**src/rtl/qws_pkg.sv**
```systemverilog
// ----------------------------------------------------------------------------
// qws_pkg
// Types and constants shared by the quote-aware word splitter modules.
// ----------------------------------------------------------------------------
package qws_pkg;

  localparam logic [7:0]  BACKSLASH     = 8'h5C;
  localparam int unsigned MAX_PAIRS     = 4;
  localparam int unsigned MAX_RESULTS   = 3;

  // separator map 0 reset: tab, newline, space
  localparam logic [63:0] SEP_MAP0_RST  = 64'h0000_0001_0000_0600;

  // configuration register indexes
  localparam logic [2:0] REG_SEP_MAP0   = 3'd0;
  localparam logic [2:0] REG_SEP_MAP1   = 3'd1;
  localparam logic [2:0] REG_SEP_MAP2   = 3'd2;
  localparam logic [2:0] REG_SEP_MAP3   = 3'd3;
  localparam logic [2:0] REG_OPEN_QUOTE = 3'd4;
  localparam logic [2:0] REG_CLOSE_QUOTE = 3'd5;
  localparam logic [2:0] REG_PAIR_COUNT = 3'd6;

  typedef enum logic [1:0] {
    KIND_DATA     = 2'd0,
    KIND_WORD_END = 2'd1,
    KIND_STR_END  = 2'd2
  } kind_t;

  typedef enum logic [2:0] {
    SCAN_IDLE  = 3'b001,
    SCAN_WORD  = 3'b010,
    SCAN_QUOTE = 3'b100
  } scan_mode_t;

  typedef struct packed {
    scan_mode_t  mode;
    logic [1:0]  pair;
    logic        esc;
  } scan_state_t;

  typedef struct packed {
    logic [255:0] sep_map;
    logic [31:0]  open_bytes;
    logic [31:0]  close_bytes;
    logic [2:0]   pair_count;
  } qws_cfg_t;

  typedef struct packed {
    kind_t       kind;
    logic [7:0]  char_out;
    logic        last_of_run;
  } qws_result_t;

endpackage

```
**src/rtl/qws_classify.sv**
```systemverilog
// ----------------------------------------------------------------------------
// qws_classify
// Classifies one byte against the current scan state and produces up to
// three results plus the next scan state.
// ----------------------------------------------------------------------------
module qws_classify import qws_pkg::*; #(
  parameter int QUOTE_PAIRS = 4
) (
  input  logic                          [7:0] char_in,
  input  logic                                last_char,
  input  scan_state_t                         state,
  input  qws_cfg_t                            cfg,
  output scan_state_t                         state_nxt,
  output qws_result_t [MAX_RESULTS-1:0]       res,
  output logic                          [1:0] res_cnt
);

  localparam int         LANES      = (QUOTE_PAIRS < MAX_PAIRS) ? QUOTE_PAIRS : MAX_PAIRS;
  localparam logic [2:0] LANE_LIMIT = 3'(LANES);

  logic        is_sep;
  logic [2:0]  pairs_used;
  logic        found;
  logic [1:0]  found_idx;
  logic [7:0]  close_byte;
  logic        main_emit;
  qws_result_t main_res;
  scan_state_t st;
  logic [1:0]  cnt;

  assign is_sep     = cfg.sep_map[char_in];
  assign pairs_used = (cfg.pair_count > LANE_LIMIT) ? LANE_LIMIT : cfg.pair_count;
  assign close_byte = cfg.close_bytes[{state.pair, 3'b000} +: 8];

  always_comb begin
    found     = 1'b0;
    found_idx = '0;
    for (int p = 0; p < LANES; p++) begin
      if (!found && (3'(p) < pairs_used) && (char_in == cfg.open_bytes[p*8 +: 8])) begin
        found     = 1'b1;
        found_idx = 2'(p);
      end
    end
  end

  always_comb begin
    st        = state;
    main_emit = 1'b0;
    main_res  = '{kind: KIND_DATA, char_out: char_in, last_of_run: 1'b0};
    if (state.mode == SCAN_WORD || state.mode == SCAN_QUOTE) begin
      main_emit = 1'b1;
      if (state.esc) begin
        st.esc = 1'b0;
      end else if (char_in == BACKSLASH) begin
        st.esc = 1'b1;
      end else if (state.mode == SCAN_QUOTE && char_in == close_byte) begin
        main_res = '{kind: KIND_WORD_END, char_out: 8'd0, last_of_run: 1'b0};
        st.mode  = SCAN_IDLE;
        st.pair  = '0;
      end else if (state.mode == SCAN_WORD && is_sep) begin
        main_res = '{kind: KIND_WORD_END, char_out: 8'd0, last_of_run: 1'b0};
        st.mode  = SCAN_IDLE;
      end
    end else begin
      st.mode = SCAN_IDLE;
      if (!is_sep) begin
        if (found) begin
          st.mode = SCAN_QUOTE;
          st.pair = found_idx;
        end else begin
          main_emit = 1'b1;
          st.mode   = SCAN_WORD;
        end
      end
    end
  end

  always_comb begin
    res       = '0;
    cnt       = 2'd0;
    state_nxt = st;
    if (main_emit) begin
      res[0] = main_res;
      cnt    = 2'd1;
    end
    if (last_char) begin
      if (st.mode == SCAN_WORD || st.mode == SCAN_QUOTE) begin
        res[cnt] = '{kind: KIND_WORD_END, char_out: 8'd0, last_of_run: 1'b0};
        cnt      = cnt + 2'd1;
      end
      res[cnt]  = '{kind: KIND_STR_END, char_out: 8'd0, last_of_run: 1'b0};
      cnt       = cnt + 2'd1;
      state_nxt = '{mode: SCAN_IDLE, pair: 2'd0, esc: 1'b0};
    end
    if (cnt != 2'd0) begin
      res[cnt - 2'd1].last_of_run = 1'b1;
    end
    res_cnt = cnt;
  end

endmodule

```
**src/rtl/quote_aware_word_splitter.sv**
```systemverilog
// ----------------------------------------------------------------------------
// quote_aware_word_splitter
// Splits a byte stream into words with separator map, quote pairs and
// backslash escapes; emits data bytes, word ends and string ends.
// ----------------------------------------------------------------------------
//   channel | direction | handshake           | payload
//   in      | input     | in_valid/in_stall   | in_char_in, in_last_char
//   out     | output    | out_valid/out_stall | out_kind, out_char_out, out_last_of_run
//   cfg     | input     | cfg_valid/cfg_ready | cfg_index, cfg_data
//
// A byte is classified in the cycle it is accepted and its zero to three
// results are written into a four-entry result queue; one result leaves per
// cycle while out_stall is low. A byte is accepted whenever the queue holds
// at most one result, so single-result bytes stream at one per cycle while
// out_stall is low; a multi-result byte holds off input until the queue again
// holds at most one result. Reset is synchronous, active low; cfg_ready is always high.
// ----------------------------------------------------------------------------
module quote_aware_word_splitter import qws_pkg::*; #(
  parameter int QUOTE_PAIRS = 4
) (
  input  logic        clk,
  input  logic        rst_n,
  input  logic        in_valid,
  output logic        in_stall,
  input  logic [7:0]  in_char_in,
  input  logic        in_last_char,
  output logic        out_valid,
  input  logic        out_stall,
  output logic [1:0]  out_kind,
  output logic [7:0]  out_char_out,
  output logic        out_last_of_run,
  input  logic        cfg_valid,
  output logic        cfg_ready,
  input  logic [2:0]  cfg_index,
  input  logic [63:0] cfg_data
);

  qws_cfg_t                      cfg_r;
  scan_state_t                   state_r;
  scan_state_t                   state_nxt;
  qws_result_t [MAX_RESULTS-1:0] res;
  logic [1:0]                    res_cnt;
  qws_result_t [3:0]             queue_r;
  logic [1:0]                    head_r;
  logic [2:0]                    count_r;
  logic [2:0]                    count_nxt;
  logic [1:0]                    tail;
  logic                          push;
  logic                          pop;

  qws_classify #(
    .QUOTE_PAIRS (QUOTE_PAIRS)
  ) u_classify (
    .char_in   (in_char_in),
    .last_char (in_last_char),
    .state     (state_r),
    .cfg       (cfg_r),
    .state_nxt (state_nxt),
    .res       (res),
    .res_cnt   (res_cnt)
  );

  assign cfg_ready = 1'b1;
  assign in_stall  = (count_r > 3'd1);
  assign push      = in_valid && !in_stall;
  assign out_valid = (count_r != 3'd0);
  assign pop       = out_valid && !out_stall;
  assign tail      = head_r + count_r[1:0];

  assign out_kind        = queue_r[head_r].kind;
  assign out_char_out    = queue_r[head_r].char_out;
  assign out_last_of_run = queue_r[head_r].last_of_run;

  always_comb begin
    count_nxt = count_r;
    if (push) begin
      count_nxt = count_nxt + {1'b0, res_cnt};
    end
    if (pop) begin
      count_nxt = count_nxt - 3'd1;
    end
  end

  always_ff @(posedge clk) begin
    if (!rst_n) begin
      cfg_r.sep_map     <= {192'd0, SEP_MAP0_RST};
      cfg_r.open_bytes  <= '0;
      cfg_r.close_bytes <= '0;
      cfg_r.pair_count  <= '0;
    end else if (cfg_valid && cfg_ready) begin
      case (cfg_index)
        REG_SEP_MAP0:    cfg_r.sep_map[63:0]    <= cfg_data;
        REG_SEP_MAP1:    cfg_r.sep_map[127:64]  <= cfg_data;
        REG_SEP_MAP2:    cfg_r.sep_map[191:128] <= cfg_data;
        REG_SEP_MAP3:    cfg_r.sep_map[255:192] <= cfg_data;
        REG_OPEN_QUOTE:  cfg_r.open_bytes       <= cfg_data[31:0];
        REG_CLOSE_QUOTE: cfg_r.close_bytes      <= cfg_data[31:0];
        REG_PAIR_COUNT:  cfg_r.pair_count       <= cfg_data[2:0];
        default: ;
      endcase
    end
  end

  always_ff @(posedge clk) begin
    if (!rst_n) begin
      state_r <= '{mode: SCAN_IDLE, pair: 2'd0, esc: 1'b0};
      head_r  <= '0;
      count_r <= '0;
    end else begin
      if (push) begin
        state_r <= state_nxt;
      end
      if (pop) begin
        head_r <= head_r + 2'd1;
      end
      count_r <= count_nxt;
    end
  end

  always_ff @(posedge clk) begin
    if (push) begin
      for (int i = 0; i < MAX_RESULTS; i++) begin
        if (2'(i) < res_cnt) begin
          queue_r[tail + 2'(i)] <= res[i];
        end
      end
    end
  end

endmodule
```
**config.mk**
```make
export PLATFORM = sky130hd
export DESIGN_NAME = quote_aware_word_splitter
export DESIGN_NICKNAME = d
export VERILOG_FILES = /design/src/rtl/qws_pkg.sv /design/src/rtl/qws_classify.sv /design/src/rtl/quote_aware_word_splitter.sv
export SDC_FILE = /design/constraint.sdc
export NUM_CORES = 1
export LEC_CHECK = 0
export ABC_AREA = 1
export BUFFER_PORTS_ARGS = -buffer_cell sky130_fd_sc_hd__buf_4
export CORE_MARGIN = 8
export CORE_UTILIZATION = 50
export CTS_BUF_LIST = sky130_fd_sc_hd__clkbuf_4 sky130_fd_sc_hd__clkbuf_8 sky130_fd_sc_hd__clkbuf_16
export CTS_CLUSTER_SIZE = 20
export DETAILED_ROUTE_END_ITERATION = 10
export PLACE_DENSITY = 0.67
export SLEW_MARGIN = 5
export SYNTH_ARGS = -nofsm -noshare
export SYNTH_HDL_FRONTEND = slang
export SYNTH_SLANG_ARGS = --single-unit
```
**constraint.sdc**
```tcl
create_clock -name clk -period 9.3 [get_ports clk]
set_input_delay 1.86 -clock clk [delete_from_list [all_inputs] [get_ports clk]]
set_output_delay 1.86 -clock clk [all_outputs]
set_load 0.02 [all_outputs]
```
== Word level (Yosys, flattened, before mapping) ==
Cells that the tools add are included.

* Register bits: 378
* Bits in latches: 0
* RAM bits: 0
* Bits in read-only memories: 0
* Logic and storage cells: 186
* Memories kept: 0

* Add/sub/neg operators: 9
* $mul: 0
* Divide/modulo/power cells: 0
* Magnitude comparators: 23
* Equality and inequality tests: 20
* Shift-type cells: 1
* Muxes and demuxes: 65
* Bitwise logic cells: 6
* Reductions and logical operators: 38

{| class="wikitable"
|+ Operators by type and width
! cell !! count
|-
| 44-bit 2-to-1 mux || 5
|-
| 44-bit bitwise mux || 3
|-
| 11-bit demux with 2-bit select || 6
|-
| 33-bit 2-to-1 mux || 4
|-
| 11-bit 2-to-1 mux || 11
|-
| 30-bit inverter || 2
|-
| 8-bit equality test || 5
|-
| 33-bit bitwise mux || 1
|-
| 32-bit by 6-bit variable part select with 8-bit output || 1
|-
| 10-bit by 30-bit AND with 30-bit output || 1
|-
| 30-bit AND || 1
|-
| 11-bit binary-select mux with 2-bit select || 1
|-
| 5-bit 2-to-1 mux || 4
|-
| 2-bit by 3-bit < comparator with 1-bit output (second input constant) || 6
|-
| 3-bit 2-to-1 mux || 6
|-
| 1-bit logical AND || 17
|-
| 2-bit AND reduction || 8
|-
| 3-bit equality test (second input constant) || 5
|-
| 1-bit 2-to-1 mux || 14
|-
| 2-bit 2-to-1 mux || 7
|-
| 3-bit by 2-bit equality test with 1-bit output (second input constant) || 4
|-
| 3-bit != test (second input constant) || 4
|-
| 2-bit by 1-bit >= comparator with 1-bit output (second input constant) || 5
|-
| 10-bit 2-to-1 mux || 1
|-
| other kinds (28) || 40
|}

== Longest topological paths before layout ==
Gate-level depths: netlist (run 1).

* Depth in word-level cells: 41
* Depth in mapped cells: 35

== Modules after synthesis ==
A second synthesis (run 1) with hierarchy kept.

* Cells, all modules: 2,982
* Area, all modules: 19,570.0 µm²

{| class="wikitable"
|+ Modules (own cells, without submodules)
! module !! instances !! cells each !! area an instance (µm²) !! seq. area each (µm²)
|-
| quote_aware_word_splitter || 1 || 2,026 || 15,095.7 || 8,007.7
|-
| qws_classify || 1 || 956 || 4,474.3 || 0.0
|}

== Worst setup path after synthesis (run 1) ==
OpenSTA, ideal clock, no wires.

* Path kind: input to register
* From: input in_valid
* To: register count_r[2]
* Library setup time: 0.070 ns
* Arrival: 5.506 ns
* Data required time: 9.230 ns
* Setup slack: 3.725 ns
* Cell stages on the path: 9
* Cell sequence: inv_1 > nor2_1 > clkinv_1 > o21ai_0 > ha_1 > inv_1 > nor2_1 > o21ai_0 > a21oi_1

* Word-level cells in the longest chain between the ends: 4

{| class="wikitable"
|+ Ends and longest elaborated chain
! item !! RTL line !! RTL
|-
| from (decl) || quote_aware_word_splitter.sv:23 || <nowiki>input logic in_valid,</nowiki>
|-
| 1-bit logical AND (*) || quote_aware_word_splitter.sv:65 || <nowiki>assign push = in_valid && !in_stall;</nowiki>
|-
| net push || quote_aware_word_splitter.sv:48 || <nowiki>logic push;</nowiki>
|-
| 3-bit 2-to-1 mux (*) || quote_aware_word_splitter.sv:76 || <nowiki>if (push) begin</nowiki>
|-
| 3-bit by 1-bit subtractor with 3-bit output || quote_aware_word_splitter.sv:80 || <nowiki>count_nxt = count_nxt - 3'd1;</nowiki>
|-
| 3-bit 2-to-1 mux (*) || quote_aware_word_splitter.sv:79 || <nowiki>if (pop) begin</nowiki>
|-
| to (signal assigned) || quote_aware_word_splitter.sv:116 || <nowiki>count_r <= count_nxt;</nowiki>
|-
| to (decl) || quote_aware_word_splitter.sv:45 || <nowiki>logic [2:0] count_r;</nowiki>
|}

The timed path passes the listed nets; every way through them passes the cells marked *.
A chain may end at the register's enable or synchronous reset.

== Final worst setup path (run 1) ==
* From: input in_char_in[0]
* To: register count_r[2]

* Word-level cells in the longest chain between the ends: 28
* Elaborated cells between the ends (all ways): 47
* Those cells by class: add/sub: 4; eq/ne: 8; mux: 22; reduce/logical: 13

{| class="wikitable"
|+ Ends and longest elaborated chain
! item !! RTL line !! RTL
|-
| from (decl) || quote_aware_word_splitter.sv:25 || <nowiki>input logic [7:0] in_char_in,</nowiki>
|-
| 8-bit equality test || qws_classify.sv:39 || <nowiki>if (!found && (3'(p) < pairs_used) && (char_in == cfg.open_bytes[p*8 +: 8])) begin</nowiki>
|-
| 1-bit logical AND || qws_classify.sv:39 ||
|-
| 1-bit 2-to-1 mux || qws_classify.sv:39 ||
|-
| 1-bit zero test || qws_classify.sv:39 ||
|-
| 1-bit logical AND (2 in series) || qws_classify.sv:39 ||
|-
| 1-bit 2-to-1 mux || qws_classify.sv:39 ||
|-
| 1-bit zero test || qws_classify.sv:39 ||
|-
| 1-bit logical AND (2 in series) || qws_classify.sv:39 ||
|-
| [10 not listed] || n/a ||
|-
| 2-bit 2-to-1 mux || qws_classify.sv:87 || <nowiki>if (st.mode == SCAN_WORD || st.mode == SCAN_QUOTE) begin</nowiki>
|-
| 2-bit 2-to-1 mux || qws_classify.sv:86 || <nowiki>if (last_char) begin</nowiki>
|-
| 2-bit by 1-bit adder with 2-bit output || qws_classify.sv:92 || <nowiki>cnt = cnt + 2'd1;</nowiki>
|-
| 2-bit 2-to-1 mux (*) || qws_classify.sv:86 ||
|-
| 3-bit by 2-bit adder with 3-bit output (*) || quote_aware_word_splitter.sv:77 || <nowiki>count_nxt = count_nxt + {1'b0, res_cnt};</nowiki>
|-
| 3-bit 2-to-1 mux (*) || quote_aware_word_splitter.sv:76 ||
|-
| 3-bit by 1-bit subtractor with 3-bit output || quote_aware_word_splitter.sv:80 ||
|-
| 3-bit 2-to-1 mux (*) || quote_aware_word_splitter.sv:79 ||
|}

Every way passes the cells marked *; elsewhere a longest branch is shown, timed or not. The select of a mux whose other input is x is not followed.

==> results of run 1 <==
## cells in the final DEF (no fill, tap or decap), types with 2 or more instances in the layout
cell type	count
nor2_1	571
o21ai_0	431
dfxtp_1	334
nand2_1	318
a21oi_1	210
inv_1	202
nand3_1	123
buf_4	109
clkbuf_16	45
edfxtp_1	44
o21ai_1	28
o211ai_1	28
o22ai_1	19
xor2_1	12
xnor2_1	11
inv_2	10
clkbuf_8	10
nor2_4	7
clkinv_1	7
nand4_1	7
clkbuf_4	7
clkinv_2	6
ha_1	5
bufinv_16	5
nor3_1	4
nand2_4	4
nand3_4	3
nand3_2	2
or2_2	2
nor4_1	2
nand2_2	2
a21boi_0	2
o31ai_1	2
nor3b_1	2
## flip-flops by register name, indices dropped and copies added (netlist names)
name,cells
cfg_r,323
queue_r,44
state_r,6
count_r,3
head_r,2
## worst paths after layout
kind	from	to	cells past startpoint
worst max-delay path	in_char_in[0]	count_r[2]	32
worst min-delay path	cfg_r[318]	cfg_r[318]	2
worst max register to register	state_r[1]	count_r[2]	26
worst min register to register	cfg_r[318]	cfg_r[318]	2
## where the power goes
part / leakage (uW) / internal [uW] / switching [uW] / total [uW]
clock: 0.000758 / 1120 / 685 / 1800
combinational: 0.00471 / 358 / 734 / 1090
sequential: 0.00314 / 1890 / 102 / 2000
total: 0.00860 / 3370 / 1520 / 4890
## synth_stat cells (27+ instances only)
cell      count
nor2_1      575
o21ai_1      28
edfxtp_1     44
dfxtp_1     334
o21ai_0     431
nand3_1     124
inv_1       204
o211ai_1     28
nand2_1     318
buf_2        27
clkbuf_1    122
a21oi_1     210
## stage by stage
step | power (uW) | instance area [sq um] | hold WS, ps | setup slack [ps] | util
floorplan | 2762 | 17920 | 420.5 | 3725 | -
global placement | 3092 | 18570 | 430.9 | 2016 | 0.5246
detailed placement | 3111 | 18570 | 434.8 | 1904 | 0.5246
CTS | 4903 | 20080 | 443.9 | 2485 | 0.5674
global route | 5132 | 20080 | 457.0 | 1861 | 0.5674
finish | 4891 | 20080 | 443.1 | 2319 | 0.5674
## layout make-up
cell class | instances | area [sq um] | share of cell area
Multi-Input combinational cell | 1807 | 8344 | 0.4155
Tap cell | 461 | 576.8 | 0.02872
Clock buffer | 62 | 1316 | 0.06554
Timing Repair Buffer | 110 | 829.5 | 0.04130
Sequential cell | 378 | 8008 | 0.3987
Inverter | 216 | 810.8 | 0.04037
Clock inverter | 15 | 198.9 | 0.009905
## tightest hold or removal path, delay by kind of cell (launching register included)
kind | cells | cell delay (ps)
flip-flops | 1 | 300
AO/OA/AOI/OAI | 1 | 50
buffers and inverters | 1 | 40
## metal layers
metal  vias up  GRT usage
met5         -          0
met4         0    0.06816
met3        98    0.03826
met2       711     0.4111
met1      8004     0.3568
li1       8350          -
## cells by family after synthesis
group                      count (synthesis)
DFF                                      378
adders and majority gates                  6
xor gates and xnor gates                  24
other                                      1
buffers and inverters                    390
AOI/OAI and AO/OA                        726
and+or+nand+nor                         1050
==> flow_summary.yaml, run 1 <==
status:
  outcome: "completed"
timing:
  hold_violations: 0
  fmax_mhz: 143.3
  fin_setup_tns_ps: 0
  slew_headroom: 0.1741
  finalCritPeriodShare: 0.7506
  grt_setup_unrepaired: "false"
  period_minus_slack_ps: 6981
  worst_slew_pin_slew_ps: 1238
  finalSetupViolCount: 0
  maxSlewViolCount: 0
  skew_ps: 22.40
setup_path:
  cp.arrival_ps: 7410
  critical_path.max_fanout: 82
  crit_slowest_cell: "buf_4"
  r2r_slack_ps: 3980
  cp_top_family: "buffers and inverters"
  cp-start-kind: "input pin"
  worst-path-buf-inv: 8
  crit_type: "in2reg"
  cp_common_cell: "nand2_1"
  critPathRequiredTime_ps: 9730
  endpoint_kind: "flop"
  max_stage_delay_ps: 730
synth:
  syn_inst: 2575
  synth_seq_cells: 378
  synth-simple-area-share: 0.2370
  syn-mean-instance-area_sq_um: 6.960
  async_flop_share: 0
  synth_xor_area_frac: 0.01215
  yosysTopAreaCell: "dfxtp_1"
  synth_top_family_by_area: "simple AND/OR/NAND/NOR gates"
  yosysTopAreaCellShare: 0.3731
  syn_area_sq_um: 17920
  synth_fa_ha_area_frac: 0.004608
  ys_seq_area_frac: 0.4468
  syn-num-nets: 2662
  ys_types: 44
  synthMuxAreaShare: 0
  ys_top_cells_by_area: "dfxtp_1 37%, nor2_1 12%, o21ai_0 12%, edfxtp_1 7.4%, nand2_1 6.7%"
  yosys_warnings: 0
  synth_ff_type: "dfxtp_1"
  synth_edf_count: 44
  synth_compound_area_frac: 0.2095
drt:
  top_layer: "met4"
  drt-met1-wl_um: 24310
  ant_nets: 0
  route.detailed.drc: 0
  wire_per_inst_um: 18.13
  routed_wl_um: 55270
  drt-initial-drc-count: 1671
  first_pass_iters: 5
  avgViaCountPerCell: 5.629
  wl_met3_um: 4740
  met2WireLength_um: 25000
  num_vias: 17160
floorplan:
  num_rows: 69
  die_w_um: 205.3
  io_pins: 95
  core_sq_um: 35400
  die_area_sq_um: 42160
  die_y_um: 205.3
  start_util: 0.5063
clock_network:
  cts-root-buf: "clkbuf_16"
  clk_latency_ps: 550
  cts-resized-gates: 0
  h-tree-depth: 2
  clk_pin_slew_ps: 60
  cts_tree: "done"
  cts_sinks: 378
  cts_setup_buffers: 0
  clockBufferDepth: 3
  cts_inserted_buffers: 42
  hold_buffers: 0
place:
  place.gp.congestion: 0.8650
  io_buffers: 93
  post-place-cells: 2972
  dp.final_hpwl_um: 34600
final_layout:
  drive_above_1_share: 0.08346
  final_nets: 2642
  syn_to_final_growth_pct: 12.07
  layoutNonFillerInstCount: 3049
  nFillCells: 3427
  diodes: 0
run:
  drv_cap: 0
pwr:
  p_leak_uw: 0.008604
  p_per_area_nw_per_um2: 243.5
  ir_drop_mv: 0.1997
grt:
  grt_pass1_vias: 16250
  grt_usage: 0.2564
  gr-total-overflow: 0
  antenna_found_initial: 0
  grt_max_degree: 148
  grt_pass1_wl_um: 88260
min_path:
  min_path_type: "reg2reg"
Power figures use the tool's default switching activity.
==> inputs of run 2 (changes only) <==
==> constraint.sdc (replaced) <==
create_clock -name clk -period 6.6 [get_ports clk]
set_input_delay 1.32 -clock clk [delete_from_list [all_inputs] [get_ports clk]]
set_output_delay 1.32 -clock clk [all_outputs]
set_load 0.02 [all_outputs]
==> flow_summary.yaml, run 2 (same netlist as run 1, synthesis figures left out) <==
final_layout:
  final_cell_mix: "571 x nor2_1, 431 x o21ai_0, 334 x dfxtp_1"
  largest_reg_flops: 323
  final_nets: 2653
  syn_to_final_growth_pct: 12.48
  nFillCells: 3414
  final_common_cell: "nor2_1"
  regMostFlops: "cfg_r"
  reg_top3: "cfg_r x323, queue_r x44, state_r x6"
  drive_above_1_share: 0.08811
floorplan:
  num_rows: 69
  die_area_sq_um: 42160
  io_pins: 95
  die_y_um: 205.3
  start_util: 0.5063
  core_sq_um: 35400
  die_w_um: 205.3
timing:
  grt_setup_unrepaired: "false"
  slew_headroom: 0.2446
  fmax_mhz: 186.1
  finalCritPeriodShare: 0.8141
  hold_violations: 0
  maxSlewViolCount: 0
  period_minus_slack_ps: 5373
  setup_ws_ps: 1227
  skew_ps: 13.09
  fin_setup_tns_ps: 0
  worst_slew_pin_slew_ps: 1133
  finalSetupViolCount: 0
place:
  dp.final_hpwl_um: 34420
  place.gp.congestion: 0.9121
  pre_cts_slack_ps: 774.3
  io_buffers: 93
clock_network:
  cts_tree: "done"
  cts-root-buf: "clkbuf_16"
  clockBufferDepth: 3
  clk_latency_ps: 540
  h-tree-depth: 2
  cts-resized-gates: 0
  hold_buffers: 0
  cts_inserted_buffers: 42
  clk_pin_slew_ps: 60
  cts_sinks: 378
  cts_setup_buffers: 0
drt:
  drt-initial-drc-count: 1560
  route.detailed.drc: 0
  routed_wl_um: 54980
  avgViaCountPerCell: 5.578
  wire_per_inst_um: 17.96
  num_vias: 17080
  first_pass_iters: 6
  ant_nets: 0
setup_path:
  crit_slowest_cell: "buf_12"
  cp_common_cell: "nand2_1"
  r2r_start: "state_r[1]"
  rr_worst_depth: 27
  cp.arrival_ps: 5790
  r2r_slack_ps: 1600
  r2r_end: "count_r[2]"
  critPathRequiredTime_ps: 7020
  critical_path.max_fanout: 145
  max_stage_delay_ps: 460
  cp-start-kind: "input pin"
  crit_type: "in2reg"
  endpoint_kind: "flop"
min_path:
  hold_depth: 2
  min_path_type: "reg2reg"
  min-delay-start: "cfg_r[319]"
  whs_endpoint: "cfg_r[319]"
grt:
  grt_pass1_vias: 15970
  grt_max_degree: 146
  gr-total-overflow: 0
  antenna_found_initial: 0
  grt_usage: 0.2535
  grt_pass1_wl_um: 86900
pwr:
  p_leak_uw: 0.008649
  ir_drop_mv: 0.2721
  p_per_area_nw_per_um2: 336.7
run:
  drv_cap: 0
status:
  outcome: "completed"
-- run 2: worst max path at each step --
stage,startpoint,to,slack (ps),cells past startpoint
after floorplan,in_valid,count_r[2],1560,9
after global placement,in_char_in[2],count_r[2],840,30
after detailed placement,in_char_in[2],count_r[2],770,30
after CTS,in_char_in[2],count_r[2],1320,30
after global routing,in_char_in[0],count_r[2],940,29
final,in_char_in[0],count_r[2],1230,29
-- run 2: area by class of cell --
cell class / instances / area [sq um] / area share
clock buffers: 63 / 1348 / 0.06685
diodes: 1 / 2.502 / 0.0001241
repair buffers: 121 / 962.2 / 0.04773
well taps: 461 / 576.8 / 0.02861
inverters: 216 / 810.8 / 0.04022
multi-input cells: 1807 / 8344 / 0.4139
clock inverters: 14 / 106.4 / 0.005276
flip-flops and latches: 378 / 8008 / 0.3972
-- run 2: where the power goes --
| part | leakage (uW) | switching [uW] | internal (uW) |
|---|---|---|---|
| Combinational | 0.00478 | 1060 | 515 |
| Sequential | 0.00314 | 120 | 2670 |
| Clock | 0.000729 | 963 | 1450 |
| Total | 0.00865 | 2150 | 4640 |
-- run 2: worst max-delay path, delay by kind of cell --
kind / cells / cell delay [ps]
AOI/OAI and AO/OA: 5 / 1000
adders and majority gates: 4 / 1070
buffers and inverters: 7 / 890
and+or+nand+nor: 13 / 1420
-- run 2: per-stage QoR --
stage | cell area (sq um) | hold slack (ps) | cells | total power, uW | util
floorplan | 17920 | 420.5 | 2575 | 3892 | -
global placement | 18700 | 429.7 | 2983 | 4365 | 0.5283
detailed placement | 18700 | 434.3 | 2983 | 4396 | 0.5283
CTS | 20160 | 443.7 | 3060 | 6800 | 0.5694
global route | 20160 | 464.2 | 3060 | 7092 | 0.5694
finish | 20160 | 442.1 | 3061 | 6787 | 0.5695
-- run 2: routing by layer --
layer  share of wire  vias up  GRT usage
met5               0        -          0
met2            0.45      699     0.4017
met1            0.45     7895     0.3520
met3           0.079      101    0.03841
li1                -     8380          -
met4           0.027        0    0.07914
==> inputs of run 3 (changes only) <==
--- a/config.mk
+++ b/config.mk
@@ -12,7 +12,7 @@
 export CTS_BUF_LIST = sky130_fd_sc_hd__clkbuf_4 sky130_fd_sc_hd__clkbuf_8 sky130_fd_sc_hd__clkbuf_16
 export CTS_CLUSTER_SIZE = 20
 export DETAILED_ROUTE_END_ITERATION = 10
-export PLACE_DENSITY = 0.67
+export PLACE_DENSITY = 0.7
 export SLEW_MARGIN = 5
 export SYNTH_ARGS = -nofsm -noshare
 export SYNTH_HDL_FRONTEND = slang
==> constraint.sdc (replaced) <==
create_clock -name clk -period 4.8 [get_ports clk]
set_input_delay 0.96 -clock clk [delete_from_list [all_inputs] [get_ports clk]]
set_output_delay 0.96 -clock clk [all_outputs]
set_load 0.02 [all_outputs]
==> flow_summary.yaml, run 3 (same netlist as run 1, synthesis figures left out) <==
drt:
  wire_per_inst_um: 17.91
  drt-initial-drc-count: 1793
  num_vias: 17590
  route.detailed.drc: 0
  routed_wl_um: 56030
  avgViaCountPerCell: 5.622
  first_pass_iters: 6
  ant_nets: 0
pwr:
  ir_drop_mv: 0.4230
  switching_share: 0.3187
  clock_power_share: 0.343
  p_per_area_nw_per_um2: 448.6
  p_switching_uw: 2971
  comb_power_share: 0.246
  finalPower_uw: 9324
  p_int_uw: 6353
  seq_power_share: 0.411
  p_leak_uw: 0.009016
final_layout:
  reg_top3: "cfg_r x323, queue_r x44, state_r x6"
  final_common_cell: "nor2_1"
  layout.core_utilization: 0.5871
  largest_reg_flops: 323
  regMostFlops: "cfg_r"
  final_nets: 2724
  drive_above_1_share: 0.1139
  final_cell_mix: "570 x nor2_1, 431 x o21ai_0, 334 x dfxtp_1"
  diodes: 0
  syn_to_final_growth_pct: 15.97
setup_path:
  crit_slowest_cell: "fa_1"
  cp-start-kind: "input pin"
  cp.arrival_ps: 4850
  critPathRequiredTime_ps: 5220
  max_stage_delay_ps: 470
  cp_top_family: "simple AND/OR/NAND/NOR gates"
  worst-path-buf-inv: 8
  cp_common_cell: "nand2_1"
  crit_type: "in2reg"
  endpoint_kind: "flop"
  critical_path.max_fanout: 49
clock_network:
  cts-root-buf: "clkbuf_16"
  cts_inserted_buffers: 41
  clk_latency_ps: 550
  cts_tree: "done"
  cts_setup_buffers: 0
  clk_pin_slew_ps: 60
  clockBufferDepth: 3
  h-tree-depth: 2
  cts_sinks: 378
timing:
  skew_ps: 19.61
  hold_violations: 0
  period_minus_slack_ps: 4431
  finalCritPeriodShare: 0.9231
  fmax_mhz: 225.7
  worst_slew_pin_slew_ps: 1135
  finalSetupViolCount: 0
  setup_ws_ps: 369.1
  maxSlewViolCount: 0
  slew_headroom: 0.2424
grt:
  grt_pass1_wl_um: 89720
  grt_usage: 0.2618
  gr-total-overflow: 0
  grt_max_degree: 147
  antenna_found_initial: 1
  grt_pass1_vias: 16670
status:
  outcome: "completed"
floorplan:
  die_w_um: 205.3
  core_sq_um: 35400
  io_pins: 95
  die_area_sq_um: 42160
  num_rows: 69
  start_util: 0.5063
  die_y_um: 205.3
place:
  io_buffers: 93
  dp.final_hpwl_um: 36820
  pre_cts_slack_ps: -418.1
  place.gp.congestion: 0.9023
run:
  drv_cap: 0
min_path:
  min_path_type: "reg2reg"
==> run 3: worst reg2reg max path, delay by kind of cell, from the launching register on <==
kind	cells	cell delay (ps)
and+or+nand+nor	11	1460
adders and majority gates	4	1100
buffers and inverters	7	790
AOI/OAI and AO/OA	3	440
DFF	1	370
xor gates and xnor gates	1	60
==> run 3: power by group through the flow <==
| stage | Clock [uW] | Sequential, uW | Combinational (uW) |
|---|---|---|---|
| after floorplan | 0 | 3840 | 1510 |
| after global placement | 0 | 3880 | 2220 |
| after detailed placement | 0 | 3890 | 2260 |
| after CTS | 3240 | 3830 | 2270 |
| after global routing | 3360 | 3870 | 2560 |
| final | 3200 | 3840 | 2290 |
==> run 3: area by class of cell <==
type	count	area [sq um]
Clock buffer	64	1303
Clock inverter	10	78.83
Fill cell	3351	14610
Inverter	216	814.5
Multi-Input combinational cell	1807	8363
Sequential cell	378	8008
Tap cell	461	576.8
Timing Repair Buffer	193	1639
==> run 3: worst paths after layout <==
kind	from	to	slack, ps	cells past startpoint
worst max-delay path	in_char_in[0]	count_r[2]	370	32
worst min register to register	cfg_r[279]	cfg_r[279]	450	2
worst min-delay path	cfg_r[279]	cfg_r[279]	450	2
worst max register to register	state_r[1]	count_r[2]	460	26
==> run 3: through the flow <==
stage | cells | hold WS, ps | area, sq um | TNS [ps]
4_1_cts | 3129 | 447.7 | 20750 | 0
3_5_place_dp | 3055 | 438.3 | 19370 | -3143
2_1_floorplan | 2575 | 420.5 | 17920 | 0
3_3_place_gp | 3055 | 434.1 | 19370 | -2981
6_report | 3129 | 447.2 | 20780 | 0
5_1_grt | 3129 | 456.2 | 20780 | -25.43
==> run 3: per-layer routing <==
layer  share of wire  wire length, um  track usage  vias up
li1                -                -            -     8521
met1            0.43            24340       0.3548     8241
met2            0.45            25290       0.4205      703
met3           0.085             4789      0.04314      126
met4           0.029             1612      0.08629        0
met5               0                0            0        -
==> run 3: repair_timing <==
item / 4_1_cts / 5_1_grt
resized for setup: 0 / 8
hold buffers: 0 / 0
endpoints found under the setup margin: 0 / 8
